`src/rtl/msus_pkg.sv`:
```
// Shared types, codes and constants for the motor spin-up supervisor.
// No dependencies; imported by every module of the block.
package msus_pkg;

    localparam int RPM_W     = 16;
    localparam int RPM_PORTS = 8;
    localparam int MCNT_W    = 4;
    localparam int VCNT_W    = 10;
    localparam int FTMR_W    = 12;
    localparam int RETRY_W   = 3;
    localparam int THR_W     = 10;
    localparam int CFG_IDX_W = 3;
    localparam int CFG_DAT_W = 16;

    localparam logic [VCNT_W-1:0]  VCNT_MAX  = 10'd1023;
    localparam logic [RETRY_W-1:0] RETRY_SAT = 3'd7;
    localparam logic [THR_W-1:0]   KICK_LOW  = 10'd100;
    localparam logic [THR_W-1:0]   KICK_HIGH = 10'd300;

    // Register reset values
    localparam logic [MCNT_W-1:0]  RST_MOTOR_COUNT = 4'd4;
    localparam logic [RPM_W-1:0]   RST_RPM_LOW     = 16'd1000;
    localparam logic [RPM_W-1:0]   RST_RPM_HIGH    = 16'd50000;
    localparam logic [RPM_W-1:0]   RST_STOP_RPM    = 16'd10;
    localparam logic [VCNT_W-1:0]  RST_VALID_TICKS = 10'd200;
    localparam logic [FTMR_W-1:0]  RST_FAIL_TICKS  = 12'd1000;
    localparam logic [RETRY_W-1:0] RST_MAX_RETRIES = 3'd3;

    typedef enum logic [CFG_IDX_W-1:0] {
        CFG_MOTOR_COUNT = 3'd0,
        CFG_RPM_LOW     = 3'd1,
        CFG_RPM_HIGH    = 3'd2,
        CFG_STOP_RPM    = 3'd3,
        CFG_VALID_TICKS = 3'd4,
        CFG_FAIL_TICKS  = 3'd5,
        CFG_MAX_RETRIES = 3'd6
    } cfg_idx_t;

    typedef enum logic [1:0] {
        OP_TICK      = 2'd0,
        OP_SPIN_UP   = 2'd1,
        OP_SPIN_DOWN = 2'd2
    } op_t;

    typedef enum logic [2:0] {
        CMD_NONE     = 3'd0,
        CMD_ZERO     = 3'd1,
        CMD_START    = 3'd2,
        CMD_THROTTLE = 3'd3,
        CMD_RELEASE  = 3'd4,
        CMD_STOP     = 3'd5
    } cmd_t;

    typedef enum logic [2:0] {
        ST_IDLE     = 3'd0,
        ST_STARTING = 3'd1,
        ST_RUNNING  = 3'd2,
        ST_STOPPING = 3'd3,
        ST_STOPPED  = 3'd4,
        ST_FAILED   = 3'd5,
        ST_RETRY    = 3'd6
    } status_t;

    // Supervisor mode, one-hot
    typedef enum logic [6:0] {
        MODE_IDLE     = 7'b0000001,
        MODE_STARTING = 7'b0000010,
        MODE_RUNNING  = 7'b0000100,
        MODE_STOPPING = 7'b0001000,
        MODE_STOPPED  = 7'b0010000,
        MODE_FAILED   = 7'b0100000,
        MODE_RETRY    = 7'b1000000
    } mode_t;

    typedef struct packed {
        logic [MCNT_W-1:0]  motor_count;
        logic [RPM_W-1:0]   rpm_low;
        logic [RPM_W-1:0]   rpm_high;
        logic [RPM_W-1:0]   stop_rpm;
        logic [VCNT_W-1:0]  valid_ticks;
        logic [FTMR_W-1:0]  fail_ticks;
        logic [RETRY_W-1:0] max_retries;
    } cfg_t;

    // rpm check results for the sample in the input register
    typedef struct packed {
        logic in_window;
        logic stopped;
    } rpm_flags_t;

    // One request's worth of results: a single command or the start burst
    typedef struct packed {
        logic    burst;
        cmd_t    cmd;
        status_t status;
    } desc_t;

    function automatic status_t mode_to_status(mode_t m);
        status_t s;
        s = ST_IDLE;
        unique case (m)
            MODE_IDLE:     s = ST_IDLE;
            MODE_STARTING: s = ST_STARTING;
            MODE_RUNNING:  s = ST_RUNNING;
            MODE_STOPPING: s = ST_STOPPING;
            MODE_STOPPED:  s = ST_STOPPED;
            MODE_FAILED:   s = ST_FAILED;
            MODE_RETRY:    s = ST_RETRY;
            default:       s = ST_IDLE;
        endcase
        return s;
    endfunction

endpackage

```
`src/rtl/msus_eval.sv`:
```
// Parallel rpm window and stop checks over the active motors.
// Depends on msus_pkg.
module msus_eval import msus_pkg::*;
#(
    parameter int MAX_MOTORS = 8
)
(
    input  logic [RPM_PORTS-1:0][RPM_W-1:0] rpm,
    input  cfg_t                            cfg,
    output rpm_flags_t                      flags
);

    localparam logic [MCNT_W-1:0] MAX_CNT = MCNT_W'(MAX_MOTORS);

    logic [MCNT_W-1:0] active;

    // Motor count saturates at the number of supported motors
    assign active = (cfg.motor_count > MAX_CNT) ? MAX_CNT : cfg.motor_count;

    // One comparator pair per motor, ANDed over the active ones
    always_comb
    begin
        flags.in_window = 1'b1;
        flags.stopped   = 1'b1;
        for (int i = 0; i < RPM_PORTS; i++)
        begin
            if (MCNT_W'(i) < active)
            begin
                if ((rpm[i] < cfg.rpm_low) || (rpm[i] > cfg.rpm_high))
                begin
                    flags.in_window = 1'b0;
                end
                if (rpm[i] > cfg.stop_rpm)
                begin
                    flags.stopped = 1'b0;
                end
            end
        end
    end

endmodule

```
`src/rtl/msus_ctrl.sv`:
```
// Input register, supervisor mode and counters, and result descriptor build.
// Depends on msus_pkg and msus_eval.
module msus_ctrl import msus_pkg::*;
#(
    parameter int MAX_MOTORS = 8
)
(
    input  logic                            clk,
    input  logic                            rst_n,
    input  cfg_t                            cfg,
    input  logic                            in_valid,
    output logic                            in_stall,
    input  logic [1:0]                      opcode,
    input  logic [RPM_PORTS-1:0][RPM_W-1:0] rpm,
    input  logic                            desc_free,
    output logic                            desc_push,
    output desc_t                           desc
);

    logic                            s1_valid_reg;
    op_t                             op_reg;
    logic [RPM_PORTS-1:0][RPM_W-1:0] rpm_reg;

    mode_t               mode_reg, mode_next;
    logic [VCNT_W-1:0]   vc_reg, vc_next;
    logic [FTMR_W-1:0]   ft_reg, ft_next;
    logic [RETRY_W-1:0]  rc_reg, rc_next;

    rpm_flags_t          flags;
    logic [VCNT_W-1:0]   vc_inc;
    logic [VCNT_W-1:0]   vc_win;
    logic                begin_att;
    logic                advance;
    logic                accept;

    assign advance   = s1_valid_reg && desc_free;
    assign in_stall  = s1_valid_reg && !desc_free;
    assign accept    = in_valid && !in_stall;
    assign desc_push = advance;

    // Input register
    always_ff @(posedge clk or negedge rst_n)
    begin
        if (!rst_n)
        begin
            s1_valid_reg <= 1'b0;
        end
        else if (accept)
        begin
            s1_valid_reg <= 1'b1;
        end
        else if (advance)
        begin
            s1_valid_reg <= 1'b0;
        end
    end

    always_ff @(posedge clk)
    begin
        if (accept)
        begin
            op_reg  <= op_t'(opcode);
            rpm_reg <= rpm;
        end
    end

    msus_eval #(
        .MAX_MOTORS (MAX_MOTORS)
    ) u_eval (
        .rpm   (rpm_reg),
        .cfg   (cfg),
        .flags (flags)
    );

    // Next state and descriptor for the request in the input register
    always_comb
    begin
        mode_next = mode_reg;
        vc_next   = vc_reg;
        ft_next   = ft_reg;
        rc_next   = rc_reg;
        begin_att = 1'b0;
        desc.burst = 1'b0;
        desc.cmd   = CMD_NONE;
        vc_inc = (vc_reg == VCNT_MAX) ? vc_reg : vc_reg + 10'd1;
        vc_win = flags.in_window ? vc_inc : '0;

        unique case (op_reg)
            OP_SPIN_UP:
            begin
                rc_next   = '0;
                begin_att = 1'b1;
            end
            OP_SPIN_DOWN:
            begin
                mode_next = MODE_STOPPING;
                desc.cmd  = CMD_STOP;
            end
            OP_TICK:
            begin
                unique case (mode_reg)
                    MODE_STARTING:
                    begin
                        if (ft_reg == '0)
                        begin
                            // attempt timed out
                            vc_next   = vc_inc;
                            rc_next   = (rc_reg == RETRY_SAT) ? rc_reg : rc_reg + 3'd1;
                            mode_next = MODE_RETRY;
                            desc.cmd  = CMD_STOP;
                        end
                        else
                        begin
                            ft_next = ft_reg - 12'd1;
                            vc_next = vc_win;
                            if (vc_win > cfg.valid_ticks)
                            begin
                                mode_next = MODE_RUNNING;
                                desc.cmd  = CMD_RELEASE;
                            end
                        end
                    end
                    MODE_RETRY:
                    begin
                        if (flags.stopped)
                        begin
                            if (rc_reg >= cfg.max_retries)
                            begin
                                mode_next = MODE_FAILED;
                            end
                            else
                            begin
                                begin_att = 1'b1;
                            end
                        end
                    end
                    MODE_STOPPING:
                    begin
                        if (flags.stopped)
                        begin
                            mode_next = MODE_STOPPED;
                        end
                    end
                    default:
                    begin
                    end
                endcase
            end
            default:
            begin
            end
        endcase

        // fresh start attempt: counters reloaded, burst of commands
        if (begin_att)
        begin
            mode_next  = MODE_STARTING;
            vc_next    = '0;
            ft_next    = cfg.fail_ticks;
            desc.burst = 1'b1;
            desc.cmd   = CMD_ZERO;
        end
        desc.status = mode_to_status(mode_next);
    end

    // Supervisor state
    always_ff @(posedge clk or negedge rst_n)
    begin
        if (!rst_n)
        begin
            mode_reg <= MODE_IDLE;
            vc_reg   <= '0;
            ft_reg   <= '0;
            rc_reg   <= '0;
        end
        else if (advance)
        begin
            mode_reg <= mode_next;
            vc_reg   <= vc_next;
            ft_reg   <= ft_next;
            rc_reg   <= rc_next;
        end
    end

    a_spin_up_starts: assert property (@(posedge clk) disable iff (!rst_n)
        (advance && (op_reg == OP_SPIN_UP)) |=> (mode_reg == MODE_STARTING))
        else $error("spin-up did not enter starting");

    a_spin_down_stops: assert property (@(posedge clk) disable iff (!rst_n)
        (advance && (op_reg == OP_SPIN_DOWN)) |=> (mode_reg == MODE_STOPPING))
        else $error("spin-down did not enter stopping");

    a_running_needs_count: assert property (@(posedge clk) disable iff (!rst_n)
        (advance && (mode_reg == MODE_STARTING) && (mode_next == MODE_RUNNING))
        |=> (vc_reg > cfg.valid_ticks))
        else $error("running reached without enough valid ticks");

endmodule

```
`src/rtl/msus_out.sv`:
```
// Result descriptor register and expander into single result items.
// Depends on msus_pkg.
module msus_out import msus_pkg::*;
#(
    parameter int KICK_PULSES = 6
)
(
    input  logic             clk,
    input  logic             rst_n,
    input  logic             desc_push,
    input  desc_t            desc,
    output logic             desc_free,
    output logic             out_valid,
    input  logic             out_stall,
    output logic [2:0]       command,
    output logic [THR_W-1:0] throttle_permille,
    output logic [2:0]       status,
    output logic             last
);

    localparam int BURST_LEN = KICK_PULSES + 2;
    localparam int CNT_W     = $clog2(BURST_LEN);
    localparam logic [CNT_W-1:0] LAST_IDX = CNT_W'(BURST_LEN - 1);

    logic             desc_valid_reg;
    desc_t            desc_reg;
    logic [CNT_W-1:0] cnt_reg;
    logic             out_take;
    cmd_t             cmd_cur;

    assign out_valid = desc_valid_reg;
    assign out_take  = desc_valid_reg && !out_stall;
    assign desc_free = !desc_valid_reg || (out_take && last);

    // Expand the held descriptor at the current burst position
    always_comb
    begin
        cmd_cur           = desc_reg.cmd;
        throttle_permille = '0;
        last              = 1'b1;
        if (desc_reg.burst)
        begin
            last = (cnt_reg == LAST_IDX);
            if (cnt_reg == '0)
            begin
                cmd_cur = CMD_ZERO;
            end
            else if (cnt_reg == CNT_W'(1))
            begin
                cmd_cur = CMD_START;
            end
            else
            begin
                cmd_cur           = CMD_THROTTLE;
                throttle_permille = cnt_reg[0] ? KICK_HIGH : KICK_LOW;
            end
        end
    end

    assign command = cmd_cur;
    assign status  = desc_reg.status;

    // Descriptor valid and burst position
    always_ff @(posedge clk or negedge rst_n)
    begin
        if (!rst_n)
        begin
            desc_valid_reg <= 1'b0;
            cnt_reg        <= '0;
        end
        else if (desc_push)
        begin
            desc_valid_reg <= 1'b1;
            cnt_reg        <= '0;
        end
        else if (out_take)
        begin
            if (last)
            begin
                desc_valid_reg <= 1'b0;
                cnt_reg        <= '0;
            end
            else
            begin
                cnt_reg <= cnt_reg + CNT_W'(1);
            end
        end
    end

    always_ff @(posedge clk)
    begin
        if (desc_push)
        begin
            desc_reg <= desc;
        end
    end

    a_burst_is_starting: assert property (@(posedge clk) disable iff (!rst_n)
        (desc_valid_reg && desc_reg.burst) |-> (desc_reg.status == ST_STARTING))
        else $error("start burst with wrong status");

    a_single_at_zero: assert property (@(posedge clk) disable iff (!rst_n)
        (desc_valid_reg && !desc_reg.burst) |-> (cnt_reg == '0))
        else $error("single result descriptor with nonzero position");

    a_push_only_when_free: assert property (@(posedge clk) disable iff (!rst_n)
        desc_push |-> desc_free)
        else $error("descriptor overwritten before its last result");

endmodule

```
`src/rtl/motor_spin_up_supervisor_top.sv`:
```
// Top level of the motor spin-up supervisor: configuration registers and
// the control and output stages. Depends on msus_pkg, msus_ctrl, msus_out.
//
// Usage:
//   Input channel (in_valid/in_stall): one request per accepted item; opcode
//   0 is a tick carrying rpm_0..rpm_7, 1 a spin-up, 2 a spin-down.
//   Output channel (out_valid/out_stall): command, throttle_permille, status
//   and last; last marks the final result of a request.
//   Configuration (cfg_valid/cfg_ready, cfg_index, cfg_data): cfg_ready is
//   always high; write only while no request is in flight.
// Path: a result is presented after its request has passed the input
//   register, then the descriptor register.
// Throughput: one request per cycle while each yields a single result and
//   out_stall is low. A spin-up or retry restart yields KICK_PULSES + 2
//   results from the descriptor register, one per cycle while out_stall is
//   low; a full input register then stalls until the last one is taken.
// Reset: mode idle, counters zero, registers at their defaults, no result
//   pending. When the receiver stalls, the result holds and the input stage
//   stalls once its register is full.
module motor_spin_up_supervisor_top import msus_pkg::*;
#(
    parameter int MAX_MOTORS  = 8,
    parameter int KICK_PULSES = 6
)
(
    input  logic                 clk,
    input  logic                 rst_n,
    input  logic                 cfg_valid,
    output logic                 cfg_ready,
    input  logic [CFG_IDX_W-1:0] cfg_index,
    input  logic [CFG_DAT_W-1:0] cfg_data,
    input  logic                 in_valid,
    output logic                 in_stall,
    input  logic [1:0]           opcode,
    input  logic [RPM_W-1:0]     rpm_0,
    input  logic [RPM_W-1:0]     rpm_1,
    input  logic [RPM_W-1:0]     rpm_2,
    input  logic [RPM_W-1:0]     rpm_3,
    input  logic [RPM_W-1:0]     rpm_4,
    input  logic [RPM_W-1:0]     rpm_5,
    input  logic [RPM_W-1:0]     rpm_6,
    input  logic [RPM_W-1:0]     rpm_7,
    output logic                 out_valid,
    input  logic                 out_stall,
    output logic [2:0]           command,
    output logic [THR_W-1:0]     throttle_permille,
    output logic [2:0]           status,
    output logic                 last
);

    cfg_t                            cfg_reg;
    logic [RPM_PORTS-1:0][RPM_W-1:0] rpm;
    logic                            desc_free;
    logic                            desc_push;
    desc_t                           desc;

    assign cfg_ready = 1'b1;
    assign rpm = {rpm_7, rpm_6, rpm_5, rpm_4, rpm_3, rpm_2, rpm_1, rpm_0};

    // Configuration registers
    always_ff @(posedge clk or negedge rst_n)
    begin
        if (!rst_n)
        begin
            cfg_reg.motor_count <= RST_MOTOR_COUNT;
            cfg_reg.rpm_low     <= RST_RPM_LOW;
            cfg_reg.rpm_high    <= RST_RPM_HIGH;
            cfg_reg.stop_rpm    <= RST_STOP_RPM;
            cfg_reg.valid_ticks <= RST_VALID_TICKS;
            cfg_reg.fail_ticks  <= RST_FAIL_TICKS;
            cfg_reg.max_retries <= RST_MAX_RETRIES;
        end
        else if (cfg_valid && cfg_ready)
        begin
            unique case (cfg_idx_t'(cfg_index))
                CFG_MOTOR_COUNT: cfg_reg.motor_count <= cfg_data[MCNT_W-1:0];
                CFG_RPM_LOW:     cfg_reg.rpm_low     <= cfg_data[RPM_W-1:0];
                CFG_RPM_HIGH:    cfg_reg.rpm_high    <= cfg_data[RPM_W-1:0];
                CFG_STOP_RPM:    cfg_reg.stop_rpm    <= cfg_data[RPM_W-1:0];
                CFG_VALID_TICKS: cfg_reg.valid_ticks <= cfg_data[VCNT_W-1:0];
                CFG_FAIL_TICKS:  cfg_reg.fail_ticks  <= cfg_data[FTMR_W-1:0];
                CFG_MAX_RETRIES: cfg_reg.max_retries <= cfg_data[RETRY_W-1:0];
                default:
                begin
                end
            endcase
        end
    end

    msus_ctrl #(
        .MAX_MOTORS (MAX_MOTORS)
    ) u_ctrl (
        .clk       (clk),
        .rst_n     (rst_n),
        .cfg       (cfg_reg),
        .in_valid  (in_valid),
        .in_stall  (in_stall),
        .opcode    (opcode),
        .rpm       (rpm),
        .desc_free (desc_free),
        .desc_push (desc_push),
        .desc      (desc)
    );

    msus_out #(
        .KICK_PULSES (KICK_PULSES)
    ) u_out (
        .clk               (clk),
        .rst_n             (rst_n),
        .desc_push         (desc_push),
        .desc              (desc),
        .desc_free         (desc_free),
        .out_valid         (out_valid),
        .out_stall         (out_stall),
        .command           (command),
        .throttle_permille (throttle_permille),
        .status            (status),
        .last              (last)
    );

endmodule
```
`config.mk`:
```
export PLATFORM = sky130hd
export DESIGN_NAME = motor_spin_up_supervisor_top
export DESIGN_NICKNAME = d
export VERILOG_FILES = /design/src/rtl/msus_pkg.sv /design/src/rtl/msus_eval.sv /design/src/rtl/msus_ctrl.sv /design/src/rtl/msus_out.sv /design/src/rtl/motor_spin_up_supervisor_top.sv
export SDC_FILE = /design/constraint.sdc
export NUM_CORES = 1
export LEC_CHECK = 0
export ABC_AREA = 0
export BUFFER_PORTS_ARGS = -buffer_cell sky130_fd_sc_hd__buf_4
export CORE_MARGIN = 5
export CORE_UTILIZATION = 50
export CTS_CLUSTER_SIZE = 8
export DETAILED_ROUTE_END_ITERATION = 16
export PLACE_DENSITY = 0.69
export REMOVE_ABC_BUFFERS = 1
export SLEW_MARGIN = 20
export SYNTH_ARGS = -nofsm -noshare
export SYNTH_HDL_FRONTEND = slang
export SYNTH_SLANG_ARGS = --single-unit
```
`constraint.sdc`:
```
create_clock -name clk -period 6.1 [get_ports clk]
set_clock_uncertainty 0.2 [all_clocks]
set_input_delay 0.305 -clock clk [delete_from_list [all_inputs] [get_ports clk]]
set_output_delay 0.305 -clock clk [all_outputs]
set_load 0.05 [all_outputs]
```
==> metrics.txt <==
required time worst endpoint 6.20 ns; Final Cell Area 22680 um^2; pre-CTS setup slack 0.4147 ns; Reg area 6970 um^2; final hold vios 0; vias in the first global route 15930; CTS tree done; most frequent cells in the layout 397 x ha_1, 190 x buf_4, 149 x dlygate4sd3_1; share of cells above drive strength 1 15.02%; Buffers on Ports 167; drt drc 0; core footprint 36350 um^2; Max Used Layer met4; Worst-path clk slew 0.05 ns; Finish-stage setup viols 0; Die X 201.0 um; f_max 187.5 MHz; Power Dens Cells 290.8 nW/um^2; Antenna Cells 0; largest area contributor in the netlist ha_1; Worst setup SP type flop; Area contributors post-synth ha_1 27%, edfxtp_1 22%, dfrtp_1 12%; Syn Inst Count 1751; I/O Pins 174; final core occ 62.39%; Seq/Total Area, Yosys 38.20%; Switching Fraction 35.99%; post-DP HPWL 43.93 mm; worst vdd ir 238.4 uV; largest net degree at the start of global routing 60; Initial Utilization 50.20%; DR iter-0 viols 1007; Rel. slew slack 34.14%; worst-margin pin slew 0.9804 ns; Post-synth EDFFs 136; RSZ-0062 raised after global routing false; P_int 4221 uW; critical path arrival 5.43 ns; TritonCTS Buffers 37; fin crit period 5.334 ns; Netlist cell types 78; outcome complete, no violations; fin. max-slew vios 0; Max Cap Viol 0; final period utilization 87.44%; most common cell after layout, fill and taps aside ha_1; CP Class flop to flop; via count 15450; DR WL/cell 22.15 um; area added between synthesis and finish 24.29%; initial antenna violation count 0; area of the multi-input gates 10740 um^2; Leak Pwr 0.01005 uW; Overflow after GRT 0; placed inst area 20070 um^2; Die H 201.0 um; wire length on met3 2.770 mm; cts repair resizes 0; GRT Overall Usage 27.94%; NetSw 2373 uW; total power 6593 uW; Max Fanout on Critical Path 11; CP Capture Type flop; Initial DRT Pass Iterations 5; Routed WL 57.41 mm; Post-synth ARST share 45.60%; final worst slack 0.7659 ns; Tightest Hold Check Type input pin to flop; max reg flops 128; GP Congestion 0.9491; met2 wire len 28.56 mm; first-pass GRT wire length 88.01 mm; Post-Syn Area 18240 um^2; Num Clock Sinks 250; # fillers 2929; row count 70; main flop type after synthesis edfxtp_1; Clock power frac 29.2%; DRT antenna net count 0; CTS root buf clkbuf_16; clk buf depth 3; nets 2648; die area 40410 um^2; WL met1 23.05 mm; Yosys reg bits 250; setup TNS 0 ns; clk_lat worst skew 0.56 ns; YS warnings 0; H-tree levels 2; Reg power frac 34.4%; via-per-instance ratio 5.961; Combinational Power Share 36.5%; share of the synthesized area in the top cell type 27.23%; Syn Area/Cell 10.42 um^2
## per-stage QoR
| stage | hold slack (ns) | cells |
|---|---|---|
| 2_1_floorplan | -0.1906 | 1718 |
| 3_3_place_gp | 0.2369 | 2373 |
| 3_5_place_dp | 0.2391 | 2373 |
| 4_1_cts | 0.03118 | 2588 |
| 5_1_grt | 0.04428 | 2592 |
| 6_report | 0.04710 | 2592 |
## power by group through the flow
| stage | Combinational [uW] | Clock [uW] | Sequential [uW] |
|---|---|---|---|
| after floorplan | 1530 | 0 | 2230 |
| after global placement | 2190 | 0 | 2280 |
| after detailed placement | 2290 | 0 | 2290 |
| after CTS | 2380 | 1950 | 2260 |
| after global routing | 2700 | 2040 | 2290 |
| final | 2410 | 1920 | 2270 |
## cells in the mapped netlist, types with 7 or more instances
cell type and n:
o21ai_0 108, dfstp_2 27, edfxtp_1 136, or3_1 8, buf_4 12, nand4_1 57
nor4_1 15, inv_1 97, nor2b_1 22, and4_1 7, a21o_1 37, o21a_1 17
o31ai_1 7, dfrtp_1 87, or4_1 9, clkbuf_1 19, nand2_1 131, nor2_1 78
nand3_1 46, a21oi_1 148, o211ai_1 16, nand2b_1 25, o21ai_1 9, nor3_1 36
ha_1 397, a211oi_1 20, mux2_2 40, a31oi_1 9
## cell families after synthesis
kind of cell / after synthesis / share of synthesized area [%]
AOI/OAI and AO/OA: 442 / 15.08
adders and majority gates: 398 / 27.28
DFF: 250 / 38.20
buffers and inverters: 135 / 3.100
xor gates and xnor gates: 8 / 0.3841
muxes: 45 / 2.743
other: 2 / 0.04116
and+or+nand+nor: 471 / 13.17
## metal layers
layer	global-route usage, %	vias up
li1	-	7367
met1	33.74	7424
met2	49.23	500
met3	4.184	160
met4	12.91	0
met5	0	-
## worst max-delay path: stages (launching register included)
cell      delay [ns]
dfrtp_1         0.36
inv_1           0.36
ha_1            0.35
a211oi_1        0.25
o211ai_1        0.13
a221o_1         0.34
a21oi_1         0.11
o21ai_0         0.13
maj3_1          0.38
o32ai_1         0.20
nand4b_1        0.15
buf_4           0.22
buf_4           0.15
nor3_1          0.20
ha_1            0.28
o21a_1          0.18
o32ai_1         0.14
nor2_1          0.09
nand2_1         0.08
a21oi_1         0.13
o21a_1          0.23
and3_1          0.16
a32oi_1         0.14
nand3_1         0.09
## final timing paths
kind,start,to,slack [ns],cells past startpoint
setup / recovery,cfg_reg[54],u_out.status[0],0.77,23
hold / removal,cfg_index[2],cfg_reg[2],0.05,3
setup reg to reg,cfg_reg[54],u_out.status[0],0.77,23
hold reg to reg,cfg_reg[27],cfg_reg[27],0.30,1
max in group asynchronous,rst_n,cfg_reg[71],4.23,3
min in group asynchronous,rst_n,u_ctrl.rc_reg[0],0.18,2
## what timing repair did
| item | in CTS | in global routing |
|---|---|---|
| buffers inserted | 0 | 3 |
| hold buffers | 149 | 0 |
| endpoints found under the setup margin | 0 | 2 |
| hold endpoints to repair | 250 | 0 |
## layout make-up
type,count,area share [%]
Clock buffer,63,4.607
Clock inverter,3,0.1821
Multi-Input combinational cell,1370,47.35
Inverter,98,1.628
Timing Repair Buffer,340,12.92
Tap cell,468,2.582
Sequential cell,250,30.74
(Power assumes the default switching activity.)
